**config.mk**
```make
export PLATFORM = sky130hd
export DESIGN_NAME = link_reconnect_supervisor
export DESIGN_NICKNAME = d
export VERILOG_FILES = /design/src/rtl/core/lrs_pkg.sv /design/src/rtl/core/link_reconnect_supervisor.sv /design/src/rtl/core/lrs_step.sv
export SDC_FILE = /design/constraint.sdc
export NUM_CORES = 2
export LEC_CHECK = 0
export BUFFER_PORTS_ARGS = -buffer_cell sky130_fd_sc_hd__buf_2
export CAP_MARGIN = 5
export CORE_ASPECT_RATIO = 1.2
export CORE_MARGIN = 4
export CORE_UTILIZATION = 50
export CTS_CLUSTER_DIAMETER = 120
export CTS_CLUSTER_SIZE = 14
export DETAILED_ROUTE_END_ITERATION = 16
export PLACE_DENSITY = 0.66
export SYNTH_ARGS = -nofsm -noshare
export SYNTH_HDL_FRONTEND = slang
export SYNTH_HIERARCHICAL = 1
export SYNTH_SLANG_ARGS = --single-unit
```
**constraint.sdc**
```tcl
create_clock -name aclk -period 12.3 [get_ports aclk]
set_clock_uncertainty 0.1 [all_clocks]
set_input_delay 0.615 -clock aclk [delete_from_list [all_inputs] [get_ports aclk]]
set_output_delay 0.615 -clock aclk [all_outputs]
set_load 0.01 [all_outputs]
```
**src/rtl/core/lrs_pkg.sv**
```systemverilog
// Package for the link reconnect supervisor: phase codes, register indexes,
// state, configuration, tick and result structs, and the backoff step and
// reached functions. No dependencies.
package lrs_pkg;

    localparam int unsigned TIME_W = 32;
    localparam int unsigned CFG_INDEX_W = 3;
    localparam int unsigned S_TDATA_W = 40;
    localparam int unsigned M_TDATA_W = 16;

    localparam logic [TIME_W-1:0] ATTEMPT_HOLDOFF_MS = 32'd1000;

    typedef enum logic [2:0] {
        PH_WARMUP          = 3'd0,
        PH_BEGIN           = 3'd1,
        PH_WAIT            = 3'd2,
        PH_LINK_BACKOFF    = 3'd3,
        PH_SESSION_TRY     = 3'd4,
        PH_SESSION_BACKOFF = 3'd5,
        PH_OK              = 3'd6
    } phase_t;

    typedef enum logic [CFG_INDEX_W-1:0] {
        REG_WARMUP          = 3'd0,
        REG_LINK_TIMEOUT    = 3'd1,
        REG_LINK_BO_BASE    = 3'd2,
        REG_LINK_BO_MAX     = 3'd3,
        REG_SESSION_TIMEOUT = 3'd4,
        REG_RETRY_INTERVAL  = 3'd5,
        REG_SESSION_BO_BASE = 3'd6,
        REG_SESSION_BO_MAX  = 3'd7
    } cfg_index_t;

    typedef struct packed {
        logic [TIME_W-1:0] warmup_ms;
        logic [TIME_W-1:0] link_timeout_ms;
        logic [TIME_W-1:0] link_backoff_base_ms;
        logic [TIME_W-1:0] link_backoff_max_ms;
        logic [TIME_W-1:0] session_total_timeout_ms;
        logic [TIME_W-1:0] retry_interval_ms;
        logic [TIME_W-1:0] session_backoff_base_ms;
        logic [TIME_W-1:0] session_backoff_max_ms;
    } cfg_t;

    typedef struct packed {
        phase_t            cur_phase;
        logic [TIME_W-1:0] phase_start;
        logic [TIME_W-1:0] link_backoff;
        logic [TIME_W-1:0] link_backoff_until;
        logic [TIME_W-1:0] session_backoff;
        logic [TIME_W-1:0] session_backoff_until;
        logic [TIME_W-1:0] session_start;
        logic [TIME_W-1:0] last_try;
    } state_t;

    typedef struct packed {
        logic [TIME_W-1:0] now_ms;
        logic              link_up;
        logic              session_up;
        logic              connect_ok;
        logic              subscribe_ok;
    } tick_t;

    typedef struct packed {
        logic   show_error;
        logic   cmd_publish_online;
        logic   cmd_stop;
        logic   cmd_connect;
        logic   cmd_configure;
        logic   cmd_link_begin;
        phase_t phase;
    } result_t;

    // Zero starts at the base; otherwise double, capped at the maximum,
    // and an overflowing doubling also lands on the maximum.
    function automatic logic [TIME_W-1:0] step_backoff(
        input logic [TIME_W-1:0] cur,
        input logic [TIME_W-1:0] base,
        input logic [TIME_W-1:0] max_ms
    );
        logic [TIME_W-1:0] dbl;
        dbl = {cur[TIME_W-2:0], 1'b0};
        if (cur == '0) begin
            return base;
        end else if (cur[TIME_W-1]) begin
            return max_ms;
        end else if (dbl > max_ms) begin
            return max_ms;
        end else begin
            return dbl;
        end
    endfunction

    // True once now has reached until, taken as a signed 32-bit difference.
    function automatic logic reached(
        input logic [TIME_W-1:0] now,
        input logic [TIME_W-1:0] until_ms
    );
        logic [TIME_W-1:0] diff;
        diff = now - until_ms;
        return ~diff[TIME_W-1];
    endfunction

endpackage

```
**src/rtl/core/link_reconnect_supervisor.sv**
```systemverilog
// Top level of the link reconnect supervisor: tick input register, phase
// state, configuration registers and the result register. Depends on lrs_pkg
// and lrs_step.
//
//  Channel  Direction  Handshake               Payload
//  s_       in         s_tvalid / s_tready     s_tdata: one tick
//  m_       out        m_tvalid / m_tready     m_tdata: phase and commands
//  cfg_     in         cfg_valid / cfg_ready   cfg_index, cfg_data
//
// Each tick beat is captured in the input register, evaluated combinationally
// and written to the result register, so a new beat is taken every cycle
// while the result side is not stalled.
// Reset puts the phase in warmup, clears all timestamps and loads the
// default register values. A stalled result holds the pipeline; once both
// the input and the result register are full, s_tready stays low until the
// result beat is taken.
module link_reconnect_supervisor #(
    parameter logic [lrs_pkg::TIME_W-1:0] ATTEMPT_HOLDOFF_MS = lrs_pkg::ATTEMPT_HOLDOFF_MS
) (
    input  logic                              aclk,
    input  logic                              aresetn,
    input  logic                              s_tvalid,
    output logic                              s_tready,
    // s_tdata, from bit 0: now_ms[31:0], link_up, session_up, connect_ok,
    // subscribe_ok, zero fill to 40 bits.
    input  logic [lrs_pkg::S_TDATA_W-1:0]     s_tdata,
    output logic                              m_tvalid,
    input  logic                              m_tready,
    // m_tdata, from bit 0: phase[2:0], cmd_link_begin, cmd_configure,
    // cmd_connect, cmd_stop, cmd_publish_online, show_error, zero fill to 16.
    output logic [lrs_pkg::M_TDATA_W-1:0]     m_tdata,
    input  logic                              cfg_valid,
    output logic                              cfg_ready,
    input  logic [lrs_pkg::CFG_INDEX_W-1:0]   cfg_index,
    input  logic [lrs_pkg::TIME_W-1:0]        cfg_data
);

    logic             in_valid_reg;
    lrs_pkg::tick_t   in_tick_reg;
    logic             out_valid_reg;
    lrs_pkg::result_t out_res_reg;
    lrs_pkg::state_t  state_reg;
    lrs_pkg::state_t  state_next;
    lrs_pkg::result_t res_next;
    lrs_pkg::cfg_t    cfg_reg;
    logic             advance;

    assign advance   = in_valid_reg && (!out_valid_reg || m_tready);
    assign s_tready  = !in_valid_reg || advance;
    assign cfg_ready = 1'b1;
    assign m_tvalid  = out_valid_reg;
    assign m_tdata   = {{(lrs_pkg::M_TDATA_W - $bits(lrs_pkg::result_t)){1'b0}},
                        out_res_reg};

    lrs_step #(
        .ATTEMPT_HOLDOFF_MS (ATTEMPT_HOLDOFF_MS)
    ) u_step (
        .cfg     (cfg_reg),
        .st      (state_reg),
        .tick    (in_tick_reg),
        .st_next (state_next),
        .res     (res_next)
    );

    always_ff @(posedge aclk) begin
        if (!aresetn) begin
            in_valid_reg  <= 1'b0;
            out_valid_reg <= 1'b0;
            state_reg     <= '{cur_phase: lrs_pkg::PH_WARMUP, default: '0};
        end else begin
            if (s_tvalid && s_tready) begin
                in_valid_reg <= 1'b1;
            end else if (advance) begin
                in_valid_reg <= 1'b0;
            end
            if (advance) begin
                out_valid_reg <= 1'b1;
                state_reg     <= state_next;
            end else if (m_tready) begin
                out_valid_reg <= 1'b0;
            end
        end
    end

    always_ff @(posedge aclk) begin
        if (s_tvalid && s_tready) begin
            in_tick_reg.now_ms       <= s_tdata[31:0];
            in_tick_reg.link_up      <= s_tdata[32];
            in_tick_reg.session_up   <= s_tdata[33];
            in_tick_reg.connect_ok   <= s_tdata[34];
            in_tick_reg.subscribe_ok <= s_tdata[35];
        end
        if (advance) begin
            out_res_reg <= res_next;
        end
    end

    always_ff @(posedge aclk) begin
        if (!aresetn) begin
            cfg_reg.warmup_ms                <= 32'd2000;
            cfg_reg.link_timeout_ms          <= 32'd15000;
            cfg_reg.link_backoff_base_ms     <= 32'd1000;
            cfg_reg.link_backoff_max_ms      <= 32'd60000;
            cfg_reg.session_total_timeout_ms <= 32'd30000;
            cfg_reg.retry_interval_ms        <= 32'd2000;
            cfg_reg.session_backoff_base_ms  <= 32'd1000;
            cfg_reg.session_backoff_max_ms   <= 32'd60000;
        end else if (cfg_valid && cfg_ready) begin
            case (lrs_pkg::cfg_index_t'(cfg_index))
                lrs_pkg::REG_WARMUP:          cfg_reg.warmup_ms <= cfg_data;
                lrs_pkg::REG_LINK_TIMEOUT:    cfg_reg.link_timeout_ms <= cfg_data;
                lrs_pkg::REG_LINK_BO_BASE:    cfg_reg.link_backoff_base_ms <= cfg_data;
                lrs_pkg::REG_LINK_BO_MAX:     cfg_reg.link_backoff_max_ms <= cfg_data;
                lrs_pkg::REG_SESSION_TIMEOUT: cfg_reg.session_total_timeout_ms <= cfg_data;
                lrs_pkg::REG_RETRY_INTERVAL:  cfg_reg.retry_interval_ms <= cfg_data;
                lrs_pkg::REG_SESSION_BO_BASE: cfg_reg.session_backoff_base_ms <= cfg_data;
                lrs_pkg::REG_SESSION_BO_MAX:  cfg_reg.session_backoff_max_ms <= cfg_data;
                default: begin
                    cfg_reg <= cfg_reg;
                end
            endcase
        end
    end

endmodule

```
**src/rtl/core/lrs_step.sv**
```systemverilog
// One tick of the supervisor phase machine: next state and the result beat.
// Depends on lrs_pkg.
module lrs_step #(
    parameter logic [lrs_pkg::TIME_W-1:0] ATTEMPT_HOLDOFF_MS = lrs_pkg::ATTEMPT_HOLDOFF_MS
) (
    input  lrs_pkg::cfg_t    cfg,
    input  lrs_pkg::state_t  st,
    input  lrs_pkg::tick_t   tick,
    output lrs_pkg::state_t  st_next,
    output lrs_pkg::result_t res
);

    logic [lrs_pkg::TIME_W-1:0] now;
    logic [lrs_pkg::TIME_W-1:0] warm_start;
    logic                       warm_done;
    logic                       wait_expired;
    logic                       session_expired;
    logic                       try_allowed;
    logic                       link_bo_done;
    logic                       session_bo_done;

    assign now        = tick.now_ms;
    assign warm_start = (st.phase_start == '0) ? now : st.phase_start;
    assign warm_done  = (now - warm_start) >= cfg.warmup_ms;
    assign wait_expired = (now - st.phase_start) >= cfg.link_timeout_ms;
    assign session_expired = (cfg.session_total_timeout_ms != '0) &&
                             ((now - st.session_start) >= cfg.session_total_timeout_ms);
    assign try_allowed = ((now - st.phase_start) >= ATTEMPT_HOLDOFF_MS) &&
                         ((st.last_try == '0) ||
                          ((now - st.last_try) >= cfg.retry_interval_ms));
    assign link_bo_done    = lrs_pkg::reached(now, st.link_backoff_until);
    assign session_bo_done = lrs_pkg::reached(now, st.session_backoff_until);

    always_comb begin
        logic [lrs_pkg::TIME_W-1:0] bo;
        bo  = '0;
        st_next = st;
        res = '0;

        if (st.cur_phase == lrs_pkg::PH_OK && !tick.link_up) begin
            res.cmd_stop = 1'b1;
            st_next.cur_phase   = lrs_pkg::PH_WARMUP;
            st_next.phase_start = now;
        end else if (st.cur_phase == lrs_pkg::PH_OK && !tick.session_up) begin
            st_next.session_start = now;
            st_next.last_try      = '0;
            st_next.cur_phase     = lrs_pkg::PH_SESSION_TRY;
            st_next.phase_start   = now;
        end else begin
            case (st.cur_phase)
                lrs_pkg::PH_WARMUP: begin
                    st_next.phase_start = warm_start;
                    if (warm_done) begin
                        st_next.cur_phase   = lrs_pkg::PH_BEGIN;
                        st_next.phase_start = now;
                    end
                end
                lrs_pkg::PH_BEGIN: begin
                    res.cmd_link_begin  = 1'b1;
                    st_next.cur_phase   = lrs_pkg::PH_WAIT;
                    st_next.phase_start = now;
                end
                lrs_pkg::PH_WAIT: begin
                    if (tick.link_up) begin
                        res.cmd_configure     = 1'b1;
                        st_next.link_backoff  = '0;
                        st_next.session_start = now;
                        st_next.last_try      = '0;
                        st_next.cur_phase     = lrs_pkg::PH_SESSION_TRY;
                        st_next.phase_start   = now;
                    end else if (wait_expired) begin
                        res.show_error = 1'b1;
                        bo = lrs_pkg::step_backoff(st.link_backoff,
                                                   cfg.link_backoff_base_ms,
                                                   cfg.link_backoff_max_ms);
                        st_next.link_backoff       = bo;
                        st_next.link_backoff_until = now + bo;
                        st_next.cur_phase          = lrs_pkg::PH_LINK_BACKOFF;
                        st_next.phase_start        = now;
                    end
                end
                lrs_pkg::PH_LINK_BACKOFF: begin
                    res.show_error = 1'b1;
                    if (link_bo_done) begin
                        st_next.cur_phase   = lrs_pkg::PH_WARMUP;
                        st_next.phase_start = now;
                    end
                end
                lrs_pkg::PH_SESSION_TRY: begin
                    if (session_expired) begin
                        res.show_error = 1'b1;
                        bo = lrs_pkg::step_backoff(st.session_backoff,
                                                   cfg.session_backoff_base_ms,
                                                   cfg.session_backoff_max_ms);
                        st_next.session_backoff       = bo;
                        st_next.session_backoff_until = now + bo;
                        st_next.cur_phase             = lrs_pkg::PH_SESSION_BACKOFF;
                        st_next.phase_start           = now;
                    end else if (try_allowed) begin
                        res.cmd_connect  = 1'b1;
                        st_next.last_try = now;
                        if (tick.connect_ok) begin
                            if (tick.subscribe_ok) begin
                                res.cmd_publish_online  = 1'b1;
                                st_next.session_backoff = '0;
                                st_next.cur_phase       = lrs_pkg::PH_OK;
                                st_next.phase_start     = now;
                            end else begin
                                res.cmd_stop = 1'b1;
                            end
                        end
                    end
                end
                lrs_pkg::PH_SESSION_BACKOFF: begin
                    res.show_error = 1'b1;
                    if (session_bo_done) begin
                        st_next.phase_start = now;
                        if (!tick.link_up) begin
                            st_next.cur_phase = lrs_pkg::PH_WARMUP;
                        end else begin
                            st_next.session_start = now;
                            st_next.cur_phase     = lrs_pkg::PH_SESSION_TRY;
                        end
                    end
                end
                default: begin
                    // Ok with both link and session up, or the unused code:
                    // nothing changes.
                    st_next = st;
                end
            endcase
        end
        res.phase = st_next.cur_phase;
    end

endmodule
```
# [Word-level counts from Yosys, hierarchy flattened]
# Cells that the tools add are included.
[op_classes] n_lt_le_gt_ge=7 eq_ne=24 add_sub_neg=8 muxes=59 reduce_logical=49 bitwise=7
[ops] cell="2-to-1 mux 32 bit" count=24
[ops] cell="2-to-1 mux 35 bit" count=9
[ops] cell="case mux 35 bit (6 select lines)" count=1
[ops] cell="subtractor 32 bit" count=6
[ops] cell="greater-or-equal comparator 32 bit" count=4
[ops] cell="zero test 32 bit" count=4
[ops] cell="2-to-1 mux 64 bit" count=2
[ops] cell="case mux 32 bit (2 select lines)" count=2
[ops] cell="2-to-1 mux 99 bit" count=1
[ops] cell="2-to-1 mux 67 bit" count=1
[ops] cell="adder 32 bit" count=2
[ops] cell="> comparator 32 bit" count=2
[ops] cell="greater-or-equal comparator 32 x 10 -> 1 bit, second input constant" count=1
[ops] cell="nonzero test 32 bit" count=1
[ops] cell="equality test 3 bit, second input constant" count=7
[ops] cell="AND reduction 6 bit" count=3
[ops] cell="AND reduction 2 bit" count=8
[ops] cell="!= test 5 x 2 -> 1 bit, second input constant" count=3
[ops] cell="2-to-1 mux 1 bit" count=13
[ops] cell="equality test 3 x 2 -> 1 bit, second input constant" count=4
[ops] cell="nonzero test 2 bit" count=6
[ops] cell="AND reduction 5 bit" count=2
[ops] cell="!= test 4 bit, second input constant" count=2
[ops] cell="AND reduction 8 bit" count=1
[ops] cell="21 further kinds" count=45
[word_totals] regBits=530

# [Longest topological paths before layout]
[depth] ltp_word=15 mapped_depth=36 ltp_nobuf=34

# [Cells and area by module]
# The synthesis kept the hierarchy.
[modules_own_cells] mod="lrs_step" cells_each=3072 area_each_um2=20335.8 instances=1
[modules_own_cells] mod="link_reconnect_supervisor" cells_each=1948 area_each_um2=18788.0 instances=1

# [Worst setup path before layout]
# OpenSTA, ideal clock, no wires.
[synth_path] kind="reg2reg" start="reg state_reg[217] in the netlist's numbering" end="reg state_reg[214] in the netlist's numbering" setup_ns=0.126 setup_slack_ns=5.264 n_path_buf=4 path_stages_with_launch=34 synth_period_minus_slack_ns=7.036 t_arrival_ns=6.810 cell_sequence="dfxtp_1 > nor4_1 > nand4_1 > nor2_1 > clkbuf_1 > buf_1 > a21oi_1 > ha_1 > nor2b_1 > o21ai_0 > a21boi_0 > o21ai_0 > a21oi_1 > o21ai_0 > a21oi_1 > o21ai_0 > a311oi_1 > or3_1 > a31o_2 > a21oi_1 > xnor2_1 > ha_1 > a21o_1 > a21oi_1 > and4b_1 > a21oi_1 > and2_1 > or2_2 > clkbuf_1 > or4_4 > buf_6 > a32o_1 > nand2_1 > mux2i_1"
[synth_lines] item="start, declared" line="link_reconnect_supervisor.sv:42" source="lrs_pkg::state_t state_reg;"
[synth_lines] item="start signal, assigned" line="link_reconnect_supervisor.sv:78" source="state_reg <= state_next;"

==> summary.md <==
| Metric | Value |
|---|---|
| Outcome | `finished clean` |
| Clock latency at the later pin of the worst-skew pair | `between 0.6 and 0.7 ns` |
| Largest net degree at the start of global routing | `between 100 and 150` |
| Yosys warns | `6` |
| DRT iter0 DRCs | `roughly 3100` |
| Number of flip-flops in the largest register | `~260` |
| Slew headroom | `0.178` |
| Post-synth ARST share | `0` |
| Critical path data required time | `12.65 ns` |
| Antenna violations before repair | `10` |
| Post-route minimum period | `between 8 and 9 ns` |
| CTS tree | `built` |
| Synthesis-to-layout area growth | `6.03%` |
| Cell Pwr Density | `197 nW/um^2` |
| Crit. End Element | `flip-flop` |
| CTS Buf Count | `43` |
| Core Box Area | `~78000 um^2` |
| Bufs on Longest Clock Path | `3` |
| DR vias/cell | `roughly 5.9` |
| Slew Viols, Final | `0` |
| Mapped Area | `just under 40000 um^2` |
| Final Core Density | `0.534` |
| Total GRT Usage | `0.294` |
| Area leader, netlist | `dfxtp_1` |
| Detailed Routing Iterations Pass 1 | `5` |
| Fin. Hold Viols | `0` |
| Cell variety after synth | `between 90 and 100` |
| Final ANT Viol Nets | `0` |
| Slew @ Worst Pin | `between 1 and 1.5 ns` |
| VDD IR max | `roughly 310 uV` |
| Die area | `82800 um^2` |
| Maxcap violations | `0` |
| WS Path Type | `flip-flop to flip-flop` |
| Share of the clock period used by the worst path | `0.723` |
| Origin of the worst setup path | `state_reg[193]` |
| Synth Area per Inst | `between 7 and 8 um^2` |
| Fin nets | `roughly 5500` |
| Crit Path Max Fanout | `21` |
| Mapped Cells | `around 5000` |
| RSZ-0062 raised after global routing | `false` |
| RR Startpoint | `state_reg[193]` |
| Fmax | `0.113 GHz` |
| Leading cell type in the layout, fill and taps excluded | `nand2_1` |
| Setup Fix Bufs, Post-CTS | `0` |
| FP Rows | `roughly 110` |
| CTS Root Cell | `clkbuf_16` |
| Most frequent cells in the layout | `807 x nand2_1, 485 x dfxtp_1, 482 x o21ai_0, 436 x ha_1, 431 x inv_1` |
| Initial core utilization | `0.504` |
| Post-synth EDFFs | `between 40 and 50` |
| Synth top area cells | `dfxtp_1 25%, ha_1 14%, mux2i_1 8.1%, nand2_1 7.8%, o21ai_0 6.2%` |
| Routed via count | `between 30000 and 40000` |
| Crit path DAT | `9.24 ns` |
| Crit-path slowest cell | `nor2_2` |
| Post-synth top area share | `0.248` |
| Register-to-register setup slack | `around 3.4 ns` |
| Setup crit start kind | `flip-flop` |
| Sink Count | `530` |
| Drc violations | `0` |
| Number of fillers in the final layout | `7538` |
| H-tree levels | `2` |
| CP most frequent cell | `a21oi_1` |
| End of the worst register-to-register path | `state_reg[201]` |
| Fin Setup TNS | `0 ns` |
| Port Buf Inserts | `86` |
| Total wire length | `~130000 um` |
| Die width | `between 200 and 300 um` |
| Top_reg_cell synth | `dfxtp_1` |
| I/O pin count | `between 90 and 100` |
| Count of final setup violators | `0` |
| Post-detail-place hpwl | `approximately 87000 um` |
| Final total power | `8.19 mW` |
| RD Place Congestion | `~0.96` |
| Seq cells post-synth | `530` |
| Worst Setup EP | `state_reg[201]` |
| Vias in the first global route | `roughly 33000` |
| CTS clock-pin slew for the worst setup and hold paths | `0.08 ns` |
| WL/cell | `21.1 um` |
| Seq/Total Area, Yosys | `0.283` |
| Share of post-route cells with drive strength above 1 | `0.0523` |
| Die height | `about 310 um` |
| R2r worst-path depth | `31` |
| First-pass GRT wire length | `around 190000 um` |
| Post-CTS sizing | `0` |
| Total global routing overflow | `0` |
| Hold WC Path Type | `input pin to flip-flop` |
| Critical Path Max Stage Delay | `~0.74 ns` |
| Pleak | `about 17 nW` |
| # hold bufs at CTS | `0` |
-- power by group --
group	switching, mW	total [mW]	internal (mW)
sequential	0.107	1.93	1.83
clock	0.663	1.31	0.651
combinational	2.96	4.94	1.98
-- cell families (layout without fill, tap and decap cells) --
group,count (synthesis),in the layout,share of synthesized area
and+or+nand+nor,1615,1615,0.187
AOI/OAI and AO/OA,1257,1257,0.199
buffers and inverters,696,637,0.0707
DFF,530,530,0.283
adders and majority gates,442,442,0.143
muxes,318,318,0.0815
xor gates and xnor gates,160,160,0.0358
other,2,14,0.000192
-- Yosys cell counts (29+ instances only) --
cell / count
inv_1: 431
buf_2: 57
nor4_1: 46
a21oi_1: 262
xnor2_1: 104
nor3_1: 52
nor2b_1: 29
clkbuf_1: 161
a21o_1: 151
dfxtp_1: 485
ha_1: 436
a22o_1: 84
o21ai_0: 482
o21a_1: 32
nand4_1: 73
nand3_1: 289
mux2i_1: 315
xor2_1: 56
nand2b_1: 36
nor2_1: 175
nand2_1: 809
edfxtp_1: 45
-- critical path: cells and delay by family, from the launching register on --
family                     cells  cell delay, ns
and+or+nand+nor               10            3.73
AOI/OAI and AO/OA             15            3.28
adders and majority gates      3            0.66
DFF                            1            0.38
buffers and inverters          1            0.35
xor gates and xnor gates       1            0.14
muxes                          1            0.08
-- how the worst min path moves through the flow --
stage,from,endpoint,slack (ns),cells after the start
3_3_place_gp,state_reg[130],state_reg[130],0.34,2
3_5_place_dp,state_reg[80],state_reg[80],0.35,2
6_report,s_tdata[16],in_tick_reg[20],0.09,1
5_1_grt,s_tdata[1],in_tick_reg[5],0.07,1
2_1_floorplan,state_reg[224],state_reg[224],0.33,2
4_1_cts,s_tdata[1],in_tick_reg[5],0.07,1
-- cell type report --
cell class	instances	area, um^2	share of cell area
Timing Repair Buffer	150	933	0.0225
Clock inverter	2	25.0	0.000603
Sequential cell	530	11100	0.267
Antenna cell	6	15.0	0.000362
Multi-Input combinational cell	3800	25400	0.612
Inverter	432	1620	0.0391
Tap cell	1026	1280	0.0309
Clock buffer	53	1140	0.0276
-- per-layer routing --
metal  vias up  track usage  part of all wire
met3       259       0.0439             0.075
met5         -            0                 0
li1      17500            -                 -
met2      1141        0.466              0.43
met1     16600        0.387              0.43
met4         0        0.156             0.064
-- metrics by stage --
stage	hold WS (ns)	cells	cell area (um^2)	worst slack (ns)
floorplan	0.334	5026	39100	5.26
global placement	0.343	5938	40300	3.70
detailed placement	0.348	5938	40300	3.67
CTS	0.0672	5993	41500	3.62
global route	0.0721	5993	41500	2.99
finish	0.0878	5999	41500	3.41
Power figures use the tool's default switching activity.
